$ cat src/rtl/brb_pkg.sv
// Shared types, request and status codes for the byte ring buffer.
`default_nettype none
package brb_pkg;

	localparam int DEPTH_DEF = 256;

	// Request codes
	localparam logic [1:0] REQ_PUT = 2'd0;
	localparam logic [1:0] REQ_GET = 2'd1;
	localparam logic [1:0] REQ_POP = 2'd2;
	localparam logic [1:0] REQ_NOP = 2'd3;

	// Status codes
	localparam logic [1:0] STAT_OK    = 2'd0;
	localparam logic [1:0] STAT_UNDER = 2'd1;
	localparam logic [1:0] STAT_OVER  = 2'd2;

	localparam logic [7:0] BYTE_MASK = 8'hFF;

	typedef struct packed {
		logic [1:0]  req_type;
		logic [1:0]  width_code;
		logic [63:0] data_in;
	} cmd_t;

	typedef struct packed {
		logic [63:0] data_out;
		logic [1:0]  status;
		logic [3:0]  bytes_moved;
		logic [8:0]  fill_count;
	} rsp_t;

	// Control of the byte-serial shift register
	typedef struct packed {
		logic       load;
		logic       shift;
		logic [7:0] byte_in;
	} sh_ctl_t;

	// Bytes moved for a width code: 1, 2, 4 or 8
	function automatic logic [3:0] width_bytes(input logic [1:0] code);
		logic [3:0] n;
		case (code)
			2'd0:    n = 4'd1;
			2'd1:    n = 4'd2;
			2'd2:    n = 4'd4;
			2'd3:    n = 4'd8;
			default: n = 4'd1;
		endcase
		return n;
	endfunction

endpackage
`default_nettype wire

$ cat src/rtl/brb_mem.sv
// Byte store: one write port, one read port with registered read data.
`default_nettype none
module brb_mem #(
	parameter int DEPTH = brb_pkg::DEPTH_DEF
) (
	input  wire logic                     clk,
	input  wire logic                     we,
	input  wire logic [$clog2(DEPTH)-1:0] waddr,
	input  wire logic [7:0]               wdata,
	input  wire logic                     re,
	input  wire logic [$clog2(DEPTH)-1:0] raddr,
	output logic      [7:0]               rdata
);
	import brb_pkg::*;

	logic [7:0] mem [DEPTH];

	always_ff @(posedge clk) begin
		if (we) begin
			mem[waddr] <= wdata;
		end
	end

	always_ff @(posedge clk) begin
		if (re) begin
			rdata <= mem[raddr] & BYTE_MASK;
		end
	end

endmodule
`default_nettype wire

$ cat src/rtl/brb_shreg.sv
// Byte-serial shift register: feeds put bytes out, assembles get bytes in.
`default_nettype none
module brb_shreg (
	input  wire logic             clk,
	input  wire brb_pkg::sh_ctl_t ctl,
	input  wire logic [1:0]       width_code,
	input  wire logic [63:0]      data,
	output logic      [7:0]       top_byte,
	output logic      [63:0]      value
);
	import brb_pkg::*;

	logic [63:0] sh_q;
	logic [63:0] aligned;

	// Left-align the used bytes so the most significant one sits on top
	always_comb begin
		case (width_code)
			2'd0:    aligned = {data[7:0], 56'd0};
			2'd1:    aligned = {data[15:0], 48'd0};
			2'd2:    aligned = {data[31:0], 32'd0};
			2'd3:    aligned = data;
			default: aligned = data;
		endcase
	end

	always_ff @(posedge clk) begin
		if (ctl.load) begin
			sh_q <= aligned;
		end else if (ctl.shift) begin
			sh_q <= {sh_q[55:0], ctl.byte_in};
		end
	end

	assign top_byte = sh_q[63:56];
	assign value    = sh_q;

endmodule
`default_nettype wire

$ cat src/rtl/byte_ring_buffer_multibyte_unit.sv
// Top level of the multi-byte byte ring buffer with its request sequencer.
`default_nettype none
// A circular store of DEPTH bytes. Issue a transaction by raising start with
// cmd while busy is low; exactly one result transaction follows, shown on rsp
// for a single cycle with done high, and it cannot be held off. A put writes
// 1, 2, 4 or 8 bytes, most significant first; on a full store the remaining
// bytes are dropped and status reports an overrun. A get takes bytes from the
// oldest end and assembles them big-endian; missing bytes read as zero with an
// underrun status. A pop takes the single newest byte. Bytes move one per
// cycle through the byte store and a byte-serial shift register. A put stops
// early when the store fills partway, and the unused request code moves no
// bytes and goes straight to its result. The store needs no clearing after
// reset; the block accepts a transaction right away.
module byte_ring_buffer_multibyte_unit #(
	parameter int DEPTH = brb_pkg::DEPTH_DEF
) (
	input  wire logic          clk,
	input  wire logic          arst_n,
	input  wire logic          start,
	input  wire brb_pkg::cmd_t cmd,
	output logic               busy,
	output logic               done,
	output brb_pkg::rsp_t      rsp
);
	import brb_pkg::*;

	localparam int AW = $clog2(DEPTH);
	localparam int CW = $clog2(DEPTH + 1);
	localparam logic [AW-1:0] PTR_LAST = AW'(DEPTH - 1);
	localparam logic [CW-1:0] CNT_FULL = CW'(DEPTH);

	localparam logic [1:0] ST_IDLE  = 2'd0;
	localparam logic [1:0] ST_RUN   = 2'd1;
	localparam logic [1:0] ST_DRAIN = 2'd2;
	localparam logic [1:0] ST_DONE  = 2'd3;

	logic [1:0]    state_q;
	logic [1:0]    req_q;
	logic [3:0]    rem_q;
	logic [3:0]    moved_q;
	logic [1:0]    status_q;
	logic [AW-1:0] wp_q;
	logic [AW-1:0] rp_q;
	logic [CW-1:0] cnt_q;
	logic          take_s1;
	logic          hit_s1;

	logic          accept;
	logic          is_read;
	logic          full;
	logic          empty;
	logic          mem_we;
	logic          mem_re;
	logic [AW-1:0] mem_raddr;
	logic [7:0]    mem_rdata;
	logic [AW-1:0] wp_next;
	logic [AW-1:0] wp_prev;
	logic [AW-1:0] rp_next;
	sh_ctl_t       sh_ctl;
	logic [7:0]    sh_top;
	logic [63:0]   sh_val;
	logic [63:0]   load_data;

	assign accept  = start && !busy;
	assign busy    = (state_q != ST_IDLE);
	assign is_read = (req_q == REQ_GET) || (req_q == REQ_POP);
	assign full    = (cnt_q == CNT_FULL);
	assign empty   = (cnt_q == '0);

	// Wrap pointers at DEPTH, which need not be a power of two
	assign wp_next = (wp_q == PTR_LAST) ? '0 : wp_q + AW'(1);
	assign wp_prev = (wp_q == '0) ? PTR_LAST : wp_q - AW'(1);
	assign rp_next = (rp_q == PTR_LAST) ? '0 : rp_q + AW'(1);

	// Only a put loads real data; reads start from a cleared accumulator
	assign load_data = (cmd.req_type == REQ_PUT) ? cmd.data_in : 64'd0;

	always_comb begin
		mem_we    = 1'b0;
		mem_re    = 1'b0;
		mem_raddr = rp_q;
		if (state_q == ST_RUN) begin
			if (req_q == REQ_PUT) begin
				mem_we = !full;
			end else if (is_read) begin
				mem_re = !empty;
				// Pop reads the newest byte, one slot behind the write pointer
				mem_raddr = (req_q == REQ_POP) ? wp_prev : rp_q;
			end
		end
	end

	// Shift the put byte out as it is written; shift the read byte in on the
	// cycle after, when the store's read data has landed
	always_comb begin
		sh_ctl.load    = accept;
		sh_ctl.shift   = mem_we || take_s1;
		sh_ctl.byte_in = hit_s1 ? mem_rdata : 8'd0;
	end

	brb_mem #(
		.DEPTH(DEPTH)
	) u_mem (
		.clk   (clk),
		.we    (mem_we),
		.waddr (wp_q),
		.wdata (sh_top),
		.re    (mem_re),
		.raddr (mem_raddr),
		.rdata (mem_rdata)
	);

	brb_shreg u_shreg (
		.clk        (clk),
		.ctl        (sh_ctl),
		.width_code (cmd.width_code),
		.data       (load_data),
		.top_byte   (sh_top),
		.value      (sh_val)
	);

	always_ff @(posedge clk or negedge arst_n) begin
		if (!arst_n) begin
			state_q  <= ST_IDLE;
			req_q    <= REQ_NOP;
			rem_q    <= '0;
			moved_q  <= '0;
			status_q <= STAT_OK;
			wp_q     <= '0;
			rp_q     <= '0;
			cnt_q    <= '0;
			take_s1  <= 1'b0;
			hit_s1   <= 1'b0;
		end else begin
			take_s1 <= 1'b0;
			hit_s1  <= 1'b0;
			case (state_q)
				ST_IDLE: begin
					if (accept) begin
						req_q    <= cmd.req_type;
						// Pop always asks for a single byte
						rem_q    <= (cmd.req_type == REQ_POP) ? 4'd1 :
							width_bytes(cmd.width_code);
						moved_q  <= '0;
						status_q <= STAT_OK;
						state_q  <= (cmd.req_type == REQ_NOP) ? ST_DONE : ST_RUN;
					end
				end
				ST_RUN: begin
					if (req_q == REQ_PUT) begin
						if (full) begin
							// Drop the remaining bytes and report the overrun
							status_q <= STAT_OVER;
							state_q  <= ST_DONE;
						end else begin
							wp_q    <= wp_next;
							cnt_q   <= cnt_q + CW'(1);
							moved_q <= moved_q + 4'd1;
							rem_q   <= rem_q - 4'd1;
							if (rem_q == 4'd1) begin
								state_q <= ST_DONE;
							end
						end
					end else begin
						take_s1 <= 1'b1;
						if (empty) begin
							// Missing bytes read as zero
							status_q <= STAT_UNDER;
						end else begin
							hit_s1  <= 1'b1;
							cnt_q   <= cnt_q - CW'(1);
							moved_q <= moved_q + 4'd1;
							if (req_q == REQ_POP) begin
								wp_q <= wp_prev;
							end else begin
								rp_q <= rp_next;
							end
						end
						rem_q <= rem_q - 4'd1;
						if (rem_q == 4'd1) begin
							state_q <= ST_DRAIN;
						end
					end
				end
				ST_DRAIN: begin
					// Last read byte shifts in during this cycle
					state_q <= ST_DONE;
				end
				ST_DONE: begin
					state_q <= ST_IDLE;
				end
				default: begin
					state_q <= ST_IDLE;
				end
			endcase
		end
	end

	// Present the result for the one cycle spent in the done state
	assign done             = (state_q == ST_DONE);
	assign rsp.data_out     = is_read ? sh_val : 64'd0;
	assign rsp.status       = status_q;
	assign rsp.bytes_moved  = moved_q;
	assign rsp.fill_count   = 9'(cnt_q);

	a_cnt_bound: assert property (@(posedge clk) disable iff (!arst_n)
		cnt_q <= CNT_FULL)
		else $error("held byte count exceeds depth");

	a_over_full: assert property (@(posedge clk) disable iff (!arst_n)
		done && (rsp.status == STAT_OVER) |-> full && (req_q == REQ_PUT))
		else $error("overrun reported while store not full");

	a_under_empty: assert property (@(posedge clk) disable iff (!arst_n)
		done && (rsp.status == STAT_UNDER) |-> empty && is_read)
		else $error("underrun reported while bytes remain");

	a_accept_busy: assert property (@(posedge clk) disable iff (!arst_n)
		accept |=> busy)
		else $error("accepted transaction did not raise busy");

endmodule
`default_nettype wire
$ cat config.mk
export PLATFORM = sky130hd
export DESIGN_NAME = byte_ring_buffer_multibyte_unit
export DESIGN_NICKNAME = d
export VERILOG_FILES = /design/src/rtl/brb_pkg.sv /design/src/rtl/brb_mem.sv /design/src/rtl/brb_shreg.sv /design/src/rtl/byte_ring_buffer_multibyte_unit.sv
export SDC_FILE = /design/constraint.sdc
export NUM_CORES = 2
export LEC_CHECK = 0
export ABC_AREA = 0
export BUFFER_PORTS_ARGS = -buffer_cell sky130_fd_sc_hd__buf_4
export CORE_MARGIN = 4
export CORE_UTILIZATION = 56
export DETAILED_ROUTE_END_ITERATION = 12
export PLACE_DENSITY = 0.75
export SKIP_LAST_GASP = 1
export SYNTH_ARGS = -nofsm -noshare
export SYNTH_HDL_FRONTEND = slang
export SYNTH_HIERARCHICAL = 1
export SYNTH_SLANG_ARGS = --single-unit
$ cat constraint.sdc
create_clock -name clk -period 4.1 [get_ports clk]
set_input_delay 0.41 -clock clk [delete_from_list [all_inputs] [get_ports clk]]
set_output_delay 0.41 -clock clk [all_outputs]
set_load 0.03 [all_outputs]
==> results_dict.tcl <==
set metrics [dict create \
    place_inst 6663 \
    synth.largest_area_cell "edfxtp_1" \
    drc 0 \
    p_leak_nw 32.16 \
    power_density_nw_per_um2 750.2 \
    slew_headroom_pct 24.95 \
    fin_tns_setup_ns -1.066 \
    hold_viol 0 \
    swShare_pct 33.13 \
    yosys.area_share.adder_pct 0.3116 \
    die_y_um 401.6 \
    instances_no_fill 7118 \
    drtIter0Drc 6825 \
    outcome "finished with violations" \
    synth_top_area_share_pct 73.39 \
    setup_violations 8 \
    vias 47190 \
    antenna_found_initial 5 \
    timing.fmax_mhz 230.7 \
    fin_nets 5006 \
    ys_ff_latch 2161 \
    grt_setup_unrepaired "yes" \
    die_w_um 401.6 \
    cp.arrival_ns 4.90 \
    fin_crit_sh_pct 105.7 \
    synthFlopType "edfxtp_1" \
    tritoncts "built" \
    combPwrFrac_pct 37.2 \
    cts_buffers 202 \
    fin_area_um2 100200 \
    tritoncts_num_sinks 2161 \
    place.detailed.hpwl_mm 131.5 \
    io_buffers 151 \
    postSynth.asyncResetShare_pct 1.897 \
    cp_max_fo 6 \
    cp-end-kind "flip-flop" \
    seq_power_share_pct 38.6 \
    ys_warn_count 6 \
    clkTransAtPathRegs_ns 0.07 \
    synth_top_family_by_area "multiplexers" \
    clk_latency_ns 0.83 \
    drive_above_1_share_pct 28.80 \
    synth_compound_area_share_pct 4.554 \
    clock_path_buffers 3 \
    grt_max_degree 211 \
    synth-xor-area-share_pct 0.1414 \
    dr.pass1.iters 6 \
    crit_type "flip-flop to flip-flop" \
    min_path_type "input pin to flip-flop" \
    ys_seq_area_share_pct 74.58 \
    min_period_ns 4.334 \
    synthSimpleGateAreaFrac_pct 4.241 \
    slew_viol_final 0 \
    cts-root-buf "clkbuf_16" \
    gp_congestion 0.9268 \
    areaGrowthSynthToFinish_pct 15.50 \
    avgViaCountPerCell 6.629 \
    fin_worst_skew_ns 0.03503 \
    synthMuxAreaShare_pct 14.08 \
    grt_pass1_wl_mm 319.9 \
    ctsHtreeMaxLevel 4 \
    place_area_um2 91890 \
    fin_ws_ns -0.2338 \
    grt_pass1_vias 46570 \
    start_kind "flip-flop" \
    num_rows 144 \
    drt-total-wl_mm 219.8 \
    avgSynthCellArea_um2 19.55 \
    synth_edf_count 2120 \
    power_switching_mw 24.90 \
    syn_area_um2 86740 \
    intPower_mw 50.27 \
    synth_cell_type_count 87 \
    io_pins 152 \
    wire_per_inst_um 30.88 \
    synth_common_cells "edfxtp_1 (2120), mux4_2 (454), nor2_1 (332)" \
    worst_slew_pin_slew_ns 1.126 \
    grt_util_all_layers_pct 26.87 \
    drv_cap 0 \
    start_util_pct 56.31 \
    critPathRequiredTime_ns 4.66 \
    clkPwrFrac_pct 24.2 \
    synth_nets 4528 \
    overflow 0 \
    peakVddDrop_v 0.0006706 \
    synthCells 4436 \
    die_area_um2 161300 \
    violations "negative setup slack" \
    post-synth-top-count-cell "edfxtp_1" \
    ant_nets 0 \
    synth_area_leaders "edfxtp_1 (73%), mux4_2 (12%), mux2i_1 (1.9%), nor2_1 (1.4%), a22oi_1 (1.2%)" \
    core_area_um2 154000 \
]
[placed cells by master (no fill, tap or decap), types with 31 or more instances in the layout]
cell type  netlist  final
clkinv_1         2     46
o221ai_1        47     42
a22oi_1        134    118
nand3_1         47     47
mux4_2         454    454
nor2_1         332    326
a21oi_1        118     98
clkbuf_16        0    212
buf_4           36    445
o22ai_1         31     31
nand2_1         65     65
o21ai_0         43     41
dfrtp_1         39     39
clkinv_2         0     35
and2_1         144    135
clkbuf_1       130     42
buf_12           9     58
mux2i_1        162    161
a22o_1          41     41
edfxtp_1      2120   2120
[worst paths after layout]
kind / from / end / slack (ns) / depth (start not counted)
max reg2reg: wp_q[0]$_DFFE_PN0P_ / u_mem/rdata[4]$_DFFE_PP_ / -0.23 / 15
min: cmd[17] / u_shreg/value[17]$_DFFE_PP_ / 0.06 / 3
min in group asynchronous: arst_n / cnt_q[2]$_DFFE_PN0P_ / 0.10 / 2
min reg2reg: rp_q[6]$_DFFE_PN0P_ / rp_q[6]$_DFFE_PN0P_ / 0.51 / 1
max: wp_q[0]$_DFFE_PN0P_ / u_mem/rdata[4]$_DFFE_PP_ / -0.23 / 15
max in group asynchronous: arst_n / hit_s1$_DFF_PN0_ / 3.60 / 2
[flip-flops by register name, summed over array words and instances, names as in the netlist]
name and flops:
cnt_q 9, rem_q 4, state_q 2, take_s1 1
u_shreg/value 64, req_q 2, status_q 2, u_mem/mem 2048
u_mem/rdata 8, wp_q 8, moved_q 4, hit_s1 1
rp_q 8
[metal layers]
metal	global-route usage, %	share of wire (%)	vias up
met2	41.82	48	3122
met3	6.031	11	538
met4	10.82	4.5	2
met5	0	0.0077	-
li1	-	-	19220
met1	37.50	37	24310
[through the flow]
step	util, %	hold slack (ns)	power (mW)	setup slack [ns]
floorplan	-	0.1144	45.86	-0.1603
global placement	59.64	0.4328	54.13	-0.9689
detailed placement	59.65	0.4315	54.61	-0.9433
CTS	64.35	0.0005231	73.79	-0.1513
global route	65.04	0.03713	77.74	-0.2991
finish	65.04	0.06484	75.16	-0.2338
[power groups by stage]
stage	Sequential, mW	Combinational (mW)	Clock (mW)
floorplan	31.5	14.4	0
global placement	29.4	24.7	0
detailed placement	29.4	25.2	0
CTS	29.0	26.5	18.4
global route	29.0	29.3	19.4
finish	29.0	28.0	18.2
[cell families (layout without fill, tap and decap cells)]
| logic type | Yosys count | after routing |
|---|---|---|
| AO/OA/AOI/OAI | 547 | 547 |
| other | 0 | 1 |
| buffers and inverters | 304 | 941 |
| multiplexers | 642 | 642 |
| XOR/XNOR | 14 | 14 |
| AND/OR/NAND/NOR | 747 | 747 |
| flip-flops | 2161 | 2161 |
| adder cells (fa/ha/maj) | 21 | 21 |
[what timing repair did]
action,CTS,global route
setup buffers,15,55
endpoints found under the setup margin,8,8
hold buffers,8,0
gates resized for setup,70,113
cloned,10,6
pin swaps,8,27
endpoints found under the hold margin,48,0
[layout make-up]
class / count / area, um2
flip-flops and latches: 2161 / 64690
fillers: 9696 / 53860
multi-input cells: 1971 / 20910
repair buffers: 558 / 5589
clock buffers: 248 / 5313
well taps: 2044 / 2557
clock inverters: 115 / 1054
inverters: 20 / 75.07
diodes: 1 / 2.502
[worst max-delay path, stage by stage, from the launching register on]
cell and delay [ns]:
dfrtp_1 0.39, inv_2 0.07, ha_1 0.14, or4b_4 0.49
nor4_4 0.19, nor2_2 0.09, a21oi_4 0.16, buf_12 0.18
buf_16 0.16, buf_12 0.14, mux4_2 0.54, mux4_2 0.53
nor2b_4 0.17, nor4_4 0.50, buf_4 0.24, nor4_1 0.06
Power figures use the tool's default switching activity.
